File: config.mk
export PLATFORM = sky130hd
export DESIGN_NAME = typed_frame_receiver_unit
export DESIGN_NICKNAME = d
export VERILOG_FILES = /design/src/rtl/tfr_pkg.sv /design/src/rtl/typed_frame_receiver_unit.sv
export SDC_FILE = /design/constraint.sdc
export NUM_CORES = 1
export LEC_CHECK = 0
export BUFFER_PORTS_ARGS = -buffer_cell sky130_fd_sc_hd__buf_2
export CORE_UTILIZATION = 40
export CTS_CLUSTER_DIAMETER = 150
export DETAILED_ROUTE_END_ITERATION = 7
export GPL_ROUTABILITY_DRIVEN = 0
export GPL_TIMING_DRIVEN = 0
export HOLD_SLACK_MARGIN = 0.02
export REMOVE_ABC_BUFFERS = 1
export SLEW_MARGIN = 40
export SYNTH_ARGS = -nofsm -noshare
export SYNTH_HDL_FRONTEND = slang
export SYNTH_SLANG_ARGS = --single-unit
File: constraint.sdc
create_clock -name clock -period 5.35 [get_ports clock]
set_input_delay 1.07 -clock clock [delete_from_list [all_inputs] [get_ports clock]]
set_output_delay 1.07 -clock clock [all_outputs]
set_load 0.01 [all_outputs]
File: src/rtl/tfr_pkg.sv
`timescale 1ns / 1ps
// Package of the typed frame receiver: widths, status and register codes,
// reset values, the result record type and the frame length clamp.
package tfr_pkg;

   localparam int unsigned MAX_FRAME_BYTES = 64;

   localparam int BYTE_W     = 8;
   localparam int LEN_W      = 7;
   localparam int POS_W      = 7;
   localparam int IDX_W      = 6;
   localparam int IDLE_W     = 16;
   localparam int STATUS_W   = 3;
   localparam int CSR_IDX_W  = 3;
   localparam int CSR_DATA_W = 16;

   localparam logic CMD_BYTE = 1'b0;
   localparam logic CMD_TICK = 1'b1;

   localparam logic [STATUS_W-1:0] STATUS_ACCEPTED  = 3'd0;
   localparam logic [STATUS_W-1:0] STATUS_COMPLETE  = 3'd1;
   localparam logic [STATUS_W-1:0] STATUS_BAD_MAGIC = 3'd2;
   localparam logic [STATUS_W-1:0] STATUS_BAD_TYPE  = 3'd3;
   localparam logic [STATUS_W-1:0] STATUS_TIMEOUT   = 3'd4;

   localparam logic [CSR_IDX_W-1:0] CSR_MAGIC_VALUE           = 3'd0;
   localparam logic [CSR_IDX_W-1:0] CSR_CONFIG_TYPE_CODE      = 3'd1;
   localparam logic [CSR_IDX_W-1:0] CSR_VELOCITY_TYPE_CODE    = 3'd2;
   localparam logic [CSR_IDX_W-1:0] CSR_CONFIG_FRAME_LENGTH   = 3'd3;
   localparam logic [CSR_IDX_W-1:0] CSR_VELOCITY_FRAME_LENGTH = 3'd4;
   localparam logic [CSR_IDX_W-1:0] CSR_TIMEOUT_TICKS         = 3'd5;

   localparam logic [BYTE_W-1:0] MAGIC_RESET         = 8'd170;
   localparam logic [BYTE_W-1:0] CONFIG_CODE_RESET   = 8'd1;
   localparam logic [BYTE_W-1:0] VELOCITY_CODE_RESET = 8'd2;
   localparam logic [LEN_W-1:0]  CONFIG_LEN_RESET    = 7'd16;
   localparam logic [LEN_W-1:0]  VELOCITY_LEN_RESET  = 7'd8;
   localparam logic [IDLE_W-1:0] TIMEOUT_RESET       = 16'd3000;

   localparam logic [LEN_W-1:0]  MIN_FRAME_LEN = 7'd3;
   localparam logic [LEN_W-1:0]  MAX_FRAME_LEN = LEN_W'(MAX_FRAME_BYTES);
   localparam logic [IDLE_W-1:0] IDLE_MAX      = {IDLE_W{1'b1}};

   localparam logic KIND_CONFIG   = 1'b0;
   localparam logic KIND_VELOCITY = 1'b1;

   typedef struct packed {
      logic [STATUS_W-1:0] status;
      logic [BYTE_W-1:0]   byte_out;
      logic [IDX_W-1:0]    byte_index;
      logic                frame_kind;
   } result_type;

   function automatic logic [LEN_W-1:0] clamp_len(input logic [LEN_W-1:0] value);
      logic [LEN_W-1:0] result;
      if (value < MIN_FRAME_LEN) begin
         result = MIN_FRAME_LEN;
      end else if (value > MAX_FRAME_LEN) begin
         result = MAX_FRAME_LEN;
      end else begin
         result = value;
      end
      return result;
   endfunction

endpackage

File: src/rtl/typed_frame_receiver_unit.sv
`timescale 1ns / 1ps
// Typed frame receiver: takes one UART byte or one time tick per request and
// checks the magic byte, the frame type and the frame length set by that type.
// Every byte request gives one response with the byte, its index in the frame
// and the frame kind; the last byte is marked complete, and a bad magic byte,
// an unknown type or an idle timeout inside a frame gives an error response and
// restarts the frame. A tick request gives a response only on timeout. Each
// request is decided in the cycle it is accepted and its response sits in one
// output register, so one request per cycle is taken as long as that register
// is drained; the response is valid in the cycle after acceptance.
// Registers must be written through the csr_ port only while the block is idle; it does not check this.
// Depends on tfr_pkg.
module typed_frame_receiver_unit (
   input  logic                           clock,
   input  logic                           reset,
   input  logic                           req_valid,
   output logic                           req_ready,
   input  logic                           req_cmd,
   input  logic [tfr_pkg::BYTE_W-1:0]     req_rx_byte,
   output logic                           rsp_valid,
   input  logic                           rsp_ready,
   output logic [tfr_pkg::STATUS_W-1:0]   rsp_status,
   output logic [tfr_pkg::BYTE_W-1:0]     rsp_byte_out,
   output logic [tfr_pkg::IDX_W-1:0]      rsp_byte_index,
   output logic                           rsp_frame_kind,
   input  logic                           csr_wr_en,
   input  logic [tfr_pkg::CSR_IDX_W-1:0]  csr_index,
   input  logic [tfr_pkg::CSR_DATA_W-1:0] csr_wdata
);
   import tfr_pkg::*;

   logic [BYTE_W-1:0] magic_ff;
   logic [BYTE_W-1:0] config_code_ff;
   logic [BYTE_W-1:0] velocity_code_ff;
   logic [LEN_W-1:0]  config_len_ff;
   logic [LEN_W-1:0]  velocity_len_ff;
   logic [IDLE_W-1:0] timeout_ff;

   logic [POS_W-1:0]  bytes_received_ff, bytes_received_in;
   logic [LEN_W-1:0]  expected_len_ff, expected_len_in;
   logic              kind_ff, kind_in;
   logic [IDLE_W-1:0] idle_ff, idle_in;

   logic              rsp_valid_ff, rsp_valid_in;
   result_type        result_ff, result_in;

   logic              req_fire;
   logic              has_result;
   logic [IDLE_W-1:0] idle_inc;
   logic [IDLE_W-1:0] limit;
   logic              last_byte;

   assign req_ready = !rsp_valid_ff || rsp_ready;
   assign req_fire  = req_valid && req_ready;

   assign idle_inc  = (idle_ff == IDLE_MAX) ? idle_ff : idle_ff + 1'b1;
   assign limit     = (timeout_ff == '0) ? IDLE_W'(1) : timeout_ff;
   assign last_byte = ({1'b0, bytes_received_ff} + 8'd1) >= {1'b0, expected_len_ff};

   always_comb begin
      bytes_received_in = bytes_received_ff;
      expected_len_in   = expected_len_ff;
      kind_in           = kind_ff;
      idle_in           = idle_ff;
      has_result        = 1'b0;
      result_in         = '0;
      if (req_cmd == CMD_TICK) begin
         if (bytes_received_ff == '0) begin
            idle_in = '0;
         end else begin
            idle_in = idle_inc;
            if (idle_inc >= limit) begin
               has_result           = 1'b1;
               result_in.status     = STATUS_TIMEOUT;
               result_in.byte_out   = '0;
               result_in.byte_index = bytes_received_ff[IDX_W-1:0];
               result_in.frame_kind = (bytes_received_ff >= POS_W'(2)) ? kind_ff : KIND_CONFIG;
               bytes_received_in    = '0;
               expected_len_in      = MAX_FRAME_LEN;
               kind_in              = KIND_CONFIG;
               idle_in              = '0;
            end
         end
      end else begin
         idle_in              = '0;
         has_result           = 1'b1;
         result_in.byte_out   = req_rx_byte;
         result_in.byte_index = bytes_received_ff[IDX_W-1:0];
         if (bytes_received_ff == POS_W'(0)) begin
            result_in.frame_kind = KIND_CONFIG;
            if (req_rx_byte != magic_ff) begin
               result_in.status = STATUS_BAD_MAGIC;
               expected_len_in  = MAX_FRAME_LEN;
               kind_in          = KIND_CONFIG;
            end else begin
               result_in.status  = STATUS_ACCEPTED;
               bytes_received_in = POS_W'(1);
            end
         end else if (bytes_received_ff == POS_W'(1)) begin
            if (req_rx_byte == config_code_ff) begin
               result_in.status     = STATUS_ACCEPTED;
               result_in.frame_kind = KIND_CONFIG;
               kind_in              = KIND_CONFIG;
               expected_len_in      = clamp_len(config_len_ff);
               bytes_received_in    = POS_W'(2);
            end else if (req_rx_byte == velocity_code_ff) begin
               result_in.status     = STATUS_ACCEPTED;
               result_in.frame_kind = KIND_VELOCITY;
               kind_in              = KIND_VELOCITY;
               expected_len_in      = clamp_len(velocity_len_ff);
               bytes_received_in    = POS_W'(2);
            end else begin
               result_in.status     = STATUS_BAD_TYPE;
               result_in.frame_kind = KIND_CONFIG;
               bytes_received_in    = '0;
               expected_len_in      = MAX_FRAME_LEN;
               kind_in              = KIND_CONFIG;
            end
         end else begin
            result_in.frame_kind = kind_ff;
            if (last_byte) begin
               result_in.status  = STATUS_COMPLETE;
               bytes_received_in = '0;
               expected_len_in   = MAX_FRAME_LEN;
               kind_in           = KIND_CONFIG;
            end else begin
               result_in.status  = STATUS_ACCEPTED;
               bytes_received_in = bytes_received_ff + 1'b1;
            end
         end
      end
   end

   always_comb begin
      if (req_fire && has_result) begin
         rsp_valid_in = 1'b1;
      end else if (rsp_ready) begin
         rsp_valid_in = 1'b0;
      end else begin
         rsp_valid_in = rsp_valid_ff;
      end
   end

   always_ff @(posedge clock) begin
      if (reset) begin
         bytes_received_ff <= '0;
         expected_len_ff   <= MAX_FRAME_LEN;
         kind_ff           <= KIND_CONFIG;
         idle_ff           <= '0;
         rsp_valid_ff      <= 1'b0;
      end else begin
         rsp_valid_ff <= rsp_valid_in;
         if (req_fire) begin
            bytes_received_ff <= bytes_received_in;
            expected_len_ff   <= expected_len_in;
            kind_ff           <= kind_in;
            idle_ff           <= idle_in;
         end
      end
   end

   always_ff @(posedge clock) begin
      if (req_fire && has_result) begin
         result_ff <= result_in;
      end
   end

   always_ff @(posedge clock) begin
      if (reset) begin
         magic_ff         <= MAGIC_RESET;
         config_code_ff   <= CONFIG_CODE_RESET;
         velocity_code_ff <= VELOCITY_CODE_RESET;
         config_len_ff    <= CONFIG_LEN_RESET;
         velocity_len_ff  <= VELOCITY_LEN_RESET;
         timeout_ff       <= TIMEOUT_RESET;
      end else if (csr_wr_en) begin
         unique case (csr_index)
            CSR_MAGIC_VALUE:           magic_ff         <= csr_wdata[BYTE_W-1:0];
            CSR_CONFIG_TYPE_CODE:      config_code_ff   <= csr_wdata[BYTE_W-1:0];
            CSR_VELOCITY_TYPE_CODE:    velocity_code_ff <= csr_wdata[BYTE_W-1:0];
            CSR_CONFIG_FRAME_LENGTH:   config_len_ff    <= csr_wdata[LEN_W-1:0];
            CSR_VELOCITY_FRAME_LENGTH: velocity_len_ff  <= csr_wdata[LEN_W-1:0];
            CSR_TIMEOUT_TICKS:         timeout_ff       <= csr_wdata[IDLE_W-1:0];
            default: begin
            end
         endcase
      end
   end

   assign rsp_valid      = rsp_valid_ff;
   assign rsp_status     = result_ff.status;
   assign rsp_byte_out   = result_ff.byte_out;
   assign rsp_byte_index = result_ff.byte_index;
   assign rsp_frame_kind = result_ff.frame_kind;

endmodule

==> flow_metrics.py, run 1 <==
metrics = {
    "cts": {
        "htreeDepth": 3,
        "clk_pin_slew_ns": 0.07,
        "clock_sinks": 104,
        "cts_resized": 0,
        "clk_latency_ns": 0.36,
        "cts_root_buffer": "clkbuf_16",
        "cts_made_buffers": 9,
        "cts_setup_buffers": 0,
        "cts_buffer_depth": 2,
        "cts_tree": "done",
        "hold_buffers": 0,
    },
    "detailed_routing": {
        "ant_nets": 0,
        "routed-via-count": 4708,
        "drc": 0,
        "routedWlPerCell_microns": 15.5,
        "dr.pass1.iters": 4,
        "vias_per_cell": 5.39,
        "drt-total-wl_microns": 13500,
        "initialDrtViolationCount": 205,
    },
    "worst_setup_path": {
        "cp-end-kind": "register",
        "rrSetupSlack_ns": 0.98,
        "start_kind": "register",
        "worstPathArrival_ns": 4.36,
        "cp_max_fo": 18,
        "worstSetupStartpoint": "idle_ff[3]",
        "critical_path_class": "reg -> reg",
        "critical_path_required_ns": 5.34,
        "rr_startpoint": "idle_ff[3]",
    },
    "die": {
        "fp.dieArea_sq_um": 14600,
        "initial_core_util_pct": 40.9,
        "fp.dieH_microns": 121,
        "rows": 43,
        "boundaryPins": 53,
        "die_w_microns": 121,
        "core_sq_um": 13800,
    },
    "sta": {
        "clock_skew_ns": 0.00632,
        "setup_viol": 0,
        "rsz0062_at_grt": "no",
        "min_period_over_period_pct": 81.6,
        "relSlewSlack_pct": 47.1,
        "fin_tns_setup_ns": 0,
        "min_period_ns": 4.37,
        "timing_hold_violations_final": 0,
        "max_freq_mhz": 229,
        "drv_slew": 0,
        "max_slew.worst_pin.slew_ns": 0.793,
        "worst_slack_ns": 0.984,
    },
    "yosys": {
        "netlist_area_sq_um": 5650,
        "synth_area_leaders": "dfxtp_1 30%, edfxtp_1 9.6%, nand2_1 8.0%",
        "ys_warn_count": 0,
        "synth_cell_type_count": 62,
        "netlist_instances": 655,
        "synth_edf_count": 18,
        "postSynthAreaPerCell_sq_um": 8.62,
        "synth_top_area_cell": "dfxtp_1",
        "synth_flop_cell": "dfxtp_1",
        "synth_top_cell_area_share_pct": 30.5,
        "ys_async_sr_fraction_pct": 0,
        "yosysSeqAreaShare_pct": 40.0,
        "synth-seq-cells": 104,
    },
    "place": {
        "detailed_place_hpwl_microns": 9790,
        "pre_cts_ws_ns": 1.02,
        "numPortBuffers": 52,
    },
    "grt": {
        "grt_max_degree": 82,
        "antenna_found_initial": 0,
        "gr-total-overflow": 0,
        "grt_pass1_vias": 4417,
        "grt_pass1_wl_microns": 22200,
        "global_route.usage.total_pct": 19.6,
    },
    "cells_and_area": {
        "post-route-util_pct": 46.1,
        "final_common_cell": "nand2_1",
        "nNetsFinal": 750,
        "diodes": 0,
        "area_growth_pct": 12.8,
        "most-common-layout-cells": "120 x nand2_1, 86 x dfxtp_1, 51 x buf_2",
        "drive_gt1_share_pct": 13.1,
    },
    "power": {
        "cellPowerDensity_nw_per_um2": 265,
        "ir_drop_mv": 0.121,
        "p_leak_nw": 2.61,
    },
    "flow_run": {
        "drv_cap": 0,
    },
    "status": {
        "outcome": "finished clean",
    },
    "worst_hold_path": {
        "min-delay-start": "velocity_len_ff[0]",
        "hp-class": "reg -> reg",
    },
}
registers in the layout (all words and copies together), names as in the netlist:
name               cells
bytes_received_ff      7
config_code_ff         8
config_len_ff          7
expected_len_ff        7
idle_ff               16
kind_ff                1
magic_ff               8
rsp_byte_index         6
rsp_byte_out           8
rsp_frame_kind         1
rsp_status             3
rsp_valid              1
timeout_ff            16
velocity_code_ff       8
velocity_len_ff        7
layout make-up:
type	count	area, sq um
Clock buffer	10	229
Tap cell	180	225
Multi-Input combinational cell	493	3170
Sequential cell	104	2260
Timing Repair Buffer	53	270
Fill cell	1348	7450
Inverter	28	105
Clock inverter	6	115
worst max-delay path: stages (launching register included):
cell and delay, ns:
dfxtp_1 0.46, and4_1 0.39, nand4_2 0.27, o21ai_1 0.43, nor3_1 0.17, xor2_1 0.18, ha_1 0.32, nand2_1 0.06
nor3_1 0.44, o2111ai_1 0.30, nand4_1 0.33, nand2_1 0.12, inv_1 0.54
cell families after synthesis:
group	after synthesis	synth area share [%]
XOR/XNOR	38	5.89
adder cells (fa/ha/maj)	28	6.20
AND/OR/NAND/NOR	292	27.0
buffers and inverters	58	4.23
multiplexers	16	2.92
flip-flops	104	40.0
AO/OA/AOI/OAI	119	13.7
worst paths after layout:
check | to | depth (start not counted)
worst min register to register | velocity_len_ff[0] | 2
worst max register to register | rsp_byte_out[1] | 12
worst min-delay path | velocity_len_ff[0] | 2
worst max-delay path | rsp_byte_out[1] | 12
synth_stat cells, types with 11 or more instances:
cell type,count
nand3_1,14
edfxtp_1,18
dfxtp_1,86
nor4_1,11
nand2_1,120
a21oi_1,50
nor2b_1,21
inv_1,28
nand3b_1,13
o21ai_0,14
ha_1,28
mux2i_1,12
clkbuf_1,23
nor2_1,37
xor2_1,29
nand2b_1,19
per-layer routing:
layer | vias to the layer above | global-route usage [%] | wire length [microns]
met4 | 0 | 9.18 | 339
met2 | 109 | 32.0 | 6260
met3 | 20 | 2.64 | 507
met5 | - | 0 | 0
met1 | 2217 | 25.6 | 6420
li1 | 2362 | - | -
where the power goes:
part | internal, W | total [W] | switching [W]
Clock | 0.000460 | 0.000766 | 0.000306
Sequential | 0.000809 | 0.000817 | 0.00000825
Combinational | 0.0000379 | 0.000106 | 0.0000681
through the flow:
| step | instances | cell area (sq um) | hold WS (ns) | power, W |
|---|---|---|---|---|
| 2_1_floorplan | 625 | 5520 | 0.430 | 0.000886 |
| 5_1_grt | 874 | 6370 | 0.485 | 0.00175 |
| 3_3_place_gp | 857 | 6000 | 0.444 | 0.000938 |
| 3_5_place_dp | 857 | 6010 | 0.452 | 0.000941 |
| 4_1_cts | 873 | 6360 | 0.462 | 0.00170 |
| 6_report | 874 | 6370 | 0.462 | 0.00169 |
Note: power is estimated with default switching activity, not from simulation.
==> inputs of run 2 (changes only) <==
--- a/config.mk
+++ b/config.mk
@@ -5,6 +5,7 @@
 export SDC_FILE = /design/constraint.sdc
 export NUM_CORES = 1
 export LEC_CHECK = 0
+export ABC_AREA = 1
 export BUFFER_PORTS_ARGS = -buffer_cell sky130_fd_sc_hd__buf_2
 export CORE_UTILIZATION = 40
 export CTS_CLUSTER_DIAMETER = 150
==> constraint.sdc (replaced) <==
create_clock -name clock -period 4 [get_ports clock]
set_input_delay 0.8 -clock clock [delete_from_list [all_inputs] [get_ports clock]]
set_output_delay 0.8 -clock clock [all_outputs]
set_load 0.01 [all_outputs]
==> run 2 against run 1 <==
Net effect: clock power grew 18%; maximum frequency grew 28%; synthesized cell count grew 22%; critical endpoint is now rsp_frame_kind; register-to-register slack lost 0.40 ns; setup slack lost 0.40 ns.
==> flow_metrics.py, run 2 <==
metrics = {
    "status": {
        "outcome": "finished clean",
    },
    "cells_and_area": {
        "reg_top3": "idle_ff: 16 flops, timeout_ff: 16 flops",
        "diodes": 0,
        "most-common-layout-cells": "167 x nand2_1, 105 x nor2_1, 99 x inv_1",
        "final_cells": 1028,
        "final_common_cell": "nand2_1",
        "area_growth_pct": 12.5,
        "post-route-util_pct": 46.4,
        "stdcell_area_sq_um": 6470,
        "drive_gt1_share_pct": 13.4,
        "nNetsFinal": 904,
    },
    "worst_setup_path": {
        "rrSetupSlack_ns": 0.59,
        "critical_path_class": "reg -> reg",
        "cp_max_fo": 17,
        "worstPathArrival_ns": 3.50,
        "cp-end-kind": "register",
        "critical_path_required_ns": 4.09,
        "start_kind": "register",
    },
    "detailed_routing": {
        "vias_per_cell": 4.84,
        "drc": 0,
        "routed-via-count": 4978,
        "initialDrtViolationCount": 310,
        "drt-total-wl_microns": 13200,
        "ant_nets": 0,
        "dr.pass1.iters": 5,
        "routedWlPerCell_microns": 12.9,
    },
    "yosys": {
        "synth_edf_count": 18,
        "yosysMostFrequentCell": "nand2_1",
        "synth_cell_type_count": 35,
        "yosysSeqAreaShare_pct": 39.3,
        "synth_area_leaders": "dfxtp_1 30%, nand2_1 11%, edfxtp_1 9.4%",
        "netlist_instances": 799,
        "synth_top_cell_area_share_pct": 29.9,
        "synth_flop_cell": "dfxtp_1",
        "ys_top_cells_by_count": "167 x nand2_1, 106 x nor2_1, 101 x inv_1",
        "synth-seq-cells": 104,
        "netlist_area_sq_um": 5750,
        "synth_top_area_cell": "dfxtp_1",
        "ys_async_sr_fraction_pct": 0,
        "postSynthAreaPerCell_sq_um": 7.20,
        "ys_warn_count": 0,
    },
    "grt": {
        "grt_use_met2_pct": 31.2,
        "grt_max_degree": 61,
        "met3_usage_pct": 4.21,
        "grt_pass1_wl_microns": 22300,
        "grt_pass1_vias": 4640,
        "antenna_found_initial": 0,
        "grtUsageMet1_pct": 25.4,
        "global_route.usage.total_pct": 19.4,
        "busiest_layer": "met2",
        "gr-total-overflow": 0,
    },
    "sta": {
        "min_period_ns": 3.41,
        "drv_slew": 0,
        "timing_hold_violations_final": 0,
        "max_freq_mhz": 293,
        "rsz0062_at_grt": "no",
        "relSlewSlack_pct": 54.6,
        "fin_tns_setup_ns": 0,
        "setup_viol": 0,
        "max_slew.worst_pin.slew_ns": 0.678,
        "min_period_over_period_pct": 85.4,
        "clock_skew_ns": 0.00760,
    },
    "power": {
        "p_leak_nw": 2.92,
        "cellPowerDensity_nw_per_um2": 401,
        "ir_drop_mv": 0.216,
        "power_w": 0.00260,
    },
    "die": {
        "die_w_microns": 122,
        "boundaryPins": 53,
        "core_sq_um": 13900,
        "initial_core_util_pct": 41.3,
        "fp.dieArea_sq_um": 14900,
        "fp.dieH_microns": 122,
        "rows": 43,
    },
    "cts": {
        "clock_sinks": 104,
        "cts_tree": "done",
        "clk_latency_ns": 0.36,
        "cts_resized": 0,
        "cts_setup_buffers": 0,
        "cts_made_buffers": 9,
        "cts_root_buffer": "clkbuf_16",
        "cts_buffer_depth": 2,
        "clk_pin_slew_ns": 0.07,
        "hold_buffers": 0,
        "htreeDepth": 3,
    },
    "flow_run": {
        "drv_cap": 0,
    },
    "place": {
        "detailed_place_hpwl_microns": 9610,
        "place_area_sq_um": 6170,
        "numPortBuffers": 52,
        "dp_cells": 1012,
    },
    "worst_hold_path": {
        "hp-class": "reg -> reg",
    },
}
[run 2: changes by cell type in the layout (fill, tap and decap cells not counted), moves of 12 or more]
| cell | previous run | this run |
|---|---|---|
| nor2_2 | 1 | 21 |
| o21ai_0 | 14 | 51 |
| nand3b_1 | 13 | 0 |
| a21oi_1 | 49 | 62 |
| inv_1 | 28 | 99 |
| nand2_1 | 120 | 167 |
| mux2i_1 | 12 | 0 |
| nand3_1 | 14 | 48 |
| nand2b_1 | 19 | 0 |
| nor2b_1 | 21 | 0 |
| nor2_1 | 36 | 105 |
[run 2: per-layer routing]
layer  part of all wire (%)  vias up
met4                    1.6        0
met1                     49     2199
met3                    5.1       12
met2                     44      101
met5                      0        -
li1                       -     2666
[run 2: layout make-up]
cell class                      instances  area [sq um]
Clock buffer                           11           243
Clock inverter                          5          55.1
Fill cell                            1472          7470
Inverter                              107           404
Multi-Input combinational cell        568          3000
Sequential cell                       104          2260
Tap cell                              180           225
Timing Repair Buffer                   53           280
[run 2: final timing paths]
path / start / endpoint / depth (start not counted)
hold / removal: timeout_ff[0] / timeout_ff[0] / 2
setup reg to reg: idle_ff[1] / rsp_frame_kind / 19
setup / recovery: idle_ff[1] / rsp_frame_kind / 19
hold reg to reg: timeout_ff[0] / timeout_ff[0] / 2
[run 2: critical path, stage by stage, from the launching register on]
cell and delay [ns]:
dfxtp_1 0.42, ha_1 0.22, nand3_1 0.12, inv_1 0.09, nand2_2 0.08, nor2_1 0.26
inv_2 0.16, o21ai_0 0.22, ha_1 0.32, nand2_1 0.08, nor2_1 0.05, nor2_1 0.07
nand2_1 0.05, nand2_1 0.05, nand2_1 0.05, nand2_1 0.06, and2_1 0.55, nor2_1 0.08
nand2_1 0.12, o21ai_0 0.10
[run 2: through the flow]
| stage | worst slack [ns] | hold WS (ns) |
|---|---|---|
| final | 0.586 | 0.459 |
| after CTS | 0.284 | 0.462 |
| after detailed placement | 0.308 | 0.456 |
| after global routing | 0.210 | 0.483 |
| after floorplan | 1.03 | 0.431 |
| after global placement | 0.329 | 0.452 |
[run 2: power breakdown]
part           switching (W)  total [W]  internal (W)
clock network       0.000399   0.000901      0.000502
registers          0.0000434    0.00118       0.00114
logic               0.000345   0.000516      0.000171
total               0.000788    0.00260       0.00181
[run 2: kinds of logic after synthesis]
family / count (synthesis) / share of synthesized area, %
simple gates: 383 / 29.8
compound gates: 129 / 11.9
buf+inv: 127 / 8.57
flops: 104 / 39.3
xor+xnor: 28 / 4.26
fa+ha+maj: 28 / 6.09
==> inputs of run 3 (changes only) <==
--- a/config.mk
+++ b/config.mk
@@ -7,12 +7,13 @@
 export LEC_CHECK = 0
 export ABC_AREA = 1
 export BUFFER_PORTS_ARGS = -buffer_cell sky130_fd_sc_hd__buf_2
-export CORE_UTILIZATION = 40
+export CORE_UTILIZATION = 45
 export CTS_CLUSTER_DIAMETER = 150
 export DETAILED_ROUTE_END_ITERATION = 7
 export GPL_ROUTABILITY_DRIVEN = 0
 export GPL_TIMING_DRIVEN = 0
 export HOLD_SLACK_MARGIN = 0.02
+export PLACE_DENSITY = 0.67
 export REMOVE_ABC_BUFFERS = 1
 export SLEW_MARGIN = 40
 export SYNTH_ARGS = -nofsm -noshare
==> run 3 against run 2 <==
Net effect: combinational power barely moved; global-route usage rose by 1.5 points; register-to-register slack got worse by 0.22 ns; first-iteration DRC count fell by 23%; final area fell by 0.56%; utilization rose by 6.3 points; clock power fell by 7.5%; sequential power barely moved; maximum frequency fell by 6.0%; critical endpoint is now rsp_byte_out[2]; highest routed layer unchanged.
==> flow_metrics.py, run 3 (same netlist as run 2, synthesis figures left out) <==
metrics = {
    "grt": {
        "grt_pass1_vias": 4636,
        "global_route.usage.total_pct": 20.9,
        "grt_max_degree": 60,
        "antenna_found_initial": 0,
        "gr-total-overflow": 0,
        "grt_pass1_wl_microns": 21700,
    },
    "cts": {
        "cts_buffer_depth": 2,
        "clk_latency_ns": 0.36,
        "cts_tree": "done",
        "cts_made_buffers": 9,
        "cts_setup_buffers": 0,
        "hold_buffers": 0,
        "clock_sinks": 104,
        "htreeDepth": 3,
        "clk_pin_slew_ns": 0.07,
        "cts_resized": 0,
        "cts_root_buffer": "clkbuf_16",
    },
    "worst_setup_path": {
        "cp_max_fo": 18,
        "crit_top_cell": "nand2_1",
        "critical_path_class": "reg -> reg",
        "rrSetupSlack_ns": 0.37,
        "start_kind": "register",
        "critical_path_required_ns": 3.95,
        "cp-end-kind": "register",
        "crit_slowest_cell": "clkinvlp_4",
        "path_cells": "ha_1 > nand3_1 > inv_1 > nand2_2 > nor2_1 > inv_2 > o21ai_0 > ha_1 > nand2_1 > nor2_1 > nor2_1 > nand2_1 > nand2_1 > nand2_1 > nand2_1 > nand3_1 > nand3_2 > clkinvlp_4",
        "cp_slowest_stage_delay_ns": 0.46,
        "worstPathArrival_ns": 3.58,
    },
    "cells_and_area": {
        "area_growth_pct": 11.8,
        "drive_gt1_share_pct": 13.6,
        "final_common_cell": "nand2_1",
        "most-common-layout-cells": "167 x nand2_1, 105 x nor2_1, 99 x inv_1",
        "reg_top3": "idle_ff: 16 flops, timeout_ff: 16 flops",
        "fillers": 1261,
        "nNetsFinal": 904,
        "post-route-util_pct": 52.7,
        "diodes": 0,
    },
    "sta": {
        "max_slew.worst_pin.slew_ns": 0.667,
        "fin_tns_setup_ns": 0,
        "relSlewSlack_pct": 55.4,
        "rsz0062_at_grt": "no",
        "max_freq_mhz": 275,
        "drv_slew": 0,
        "min_period_ns": 3.63,
        "timing_hold_violations_final": 0,
        "min_period_over_period_pct": 90.8,
        "setup_viol": 0,
        "clock_skew_ns": 0.0136,
    },
    "detailed_routing": {
        "vias_per_cell": 4.90,
        "routedWlPerCell_microns": 12.4,
        "initialDrtViolationCount": 239,
        "dr.pass1.iters": 4,
        "drt-total-wl_microns": 12600,
        "routed-via-count": 4981,
        "ant_nets": 0,
        "drc": 0,
    },
    "power": {
        "cellPowerDensity_nw_per_um2": 393,
        "p_leak_nw": 2.90,
        "ir_drop_mv": 0.303,
    },
    "die": {
        "boundaryPins": 53,
        "fp.dieH_microns": 115,
        "die_w_microns": 115,
        "fp.dieArea_sq_um": 13200,
        "rows": 40,
        "initial_core_util_pct": 47.1,
        "core_sq_um": 12200,
    },
    "place": {
        "numPortBuffers": 52,
        "detailed_place_hpwl_microns": 9290,
    },
    "worst_hold_path": {
        "hp-class": "reg -> reg",
    },
    "status": {
        "outcome": "finished clean",
    },
    "flow_run": {
        "drv_cap": 0,
    },
}
-- run 3: worst paths after layout --
path                      to  cells past startpoint     startpoint
min            timeout_ff[0]                      2  timeout_ff[0]
max reg2reg  rsp_byte_out[2]                     18     idle_ff[1]
min reg2reg    timeout_ff[0]                      2  timeout_ff[0]
max          rsp_byte_out[2]                     18     idle_ff[1]
-- run 3: per-stage QoR --
stage | total power, W | instances | hold WS, ns | setup WS (ns) | area, sq um
floorplan | 0.00157 | 779 | 0.431 | 1.03 | 5660
finish | 0.00253 | 1016 | 0.461 | 0.368 | 6430
global placement | 0.00171 | 999 | 0.451 | 0.334 | 6130
CTS | 0.00254 | 1016 | 0.468 | 0.278 | 6430
global route | 0.00267 | 1016 | 0.499 | 0.0821 | 6430
detailed placement | 0.00172 | 1000 | 0.459 | 0.321 | 6150
-- run 3: metal layers --
| metal | vias up | share of wire [%] | GRT usage, % |
|---|---|---|---|
| met3 | 11 | 3.6 | 4.11 |
| met5 | - | 0 | 0 |
| met4 | 0 | 1.2 | 5.37 |
| met2 | 79 | 45 | 34.7 |
| met1 | 2208 | 50 | 27.9 |
| li1 | 2683 | - | - |
-- run 3: critical path, delay by kind of cell, from the launching register on --
kind                     cells  cell delay [ns]
AND/OR/NAND/NOR             12             1.32
buffers and inverters        3             0.72
adder cells (fa/ha/maj)      2             0.57
flip-flops                   1             0.41
AO/OA/AOI/OAI                1             0.22
-- run 3: area by class of cell --
type	instances	area [sq um]	area share, %
Clock buffer	9	225	3.50
Multi-Input combinational cell	568	3000	46.6
Sequential cell	104	2260	35.2
Timing Repair Buffer	53	280	4.36
Clock inverter	7	47.5	0.739
Tap cell	168	210	3.27
Inverter	107	408	6.34
-- run 3: where the power goes --
group | internal (W) | switching, W | total (W) | leakage, nW
logic | 0.000171 | 0.000345 | 0.000516 | 1.90
clock network | 0.000422 | 0.000411 | 0.000833 | 0.129
registers | 0.00114 | 0.0000425 | 0.00118 | 0.869
total | 0.00173 | 0.000798 | 0.00253 | 2.90
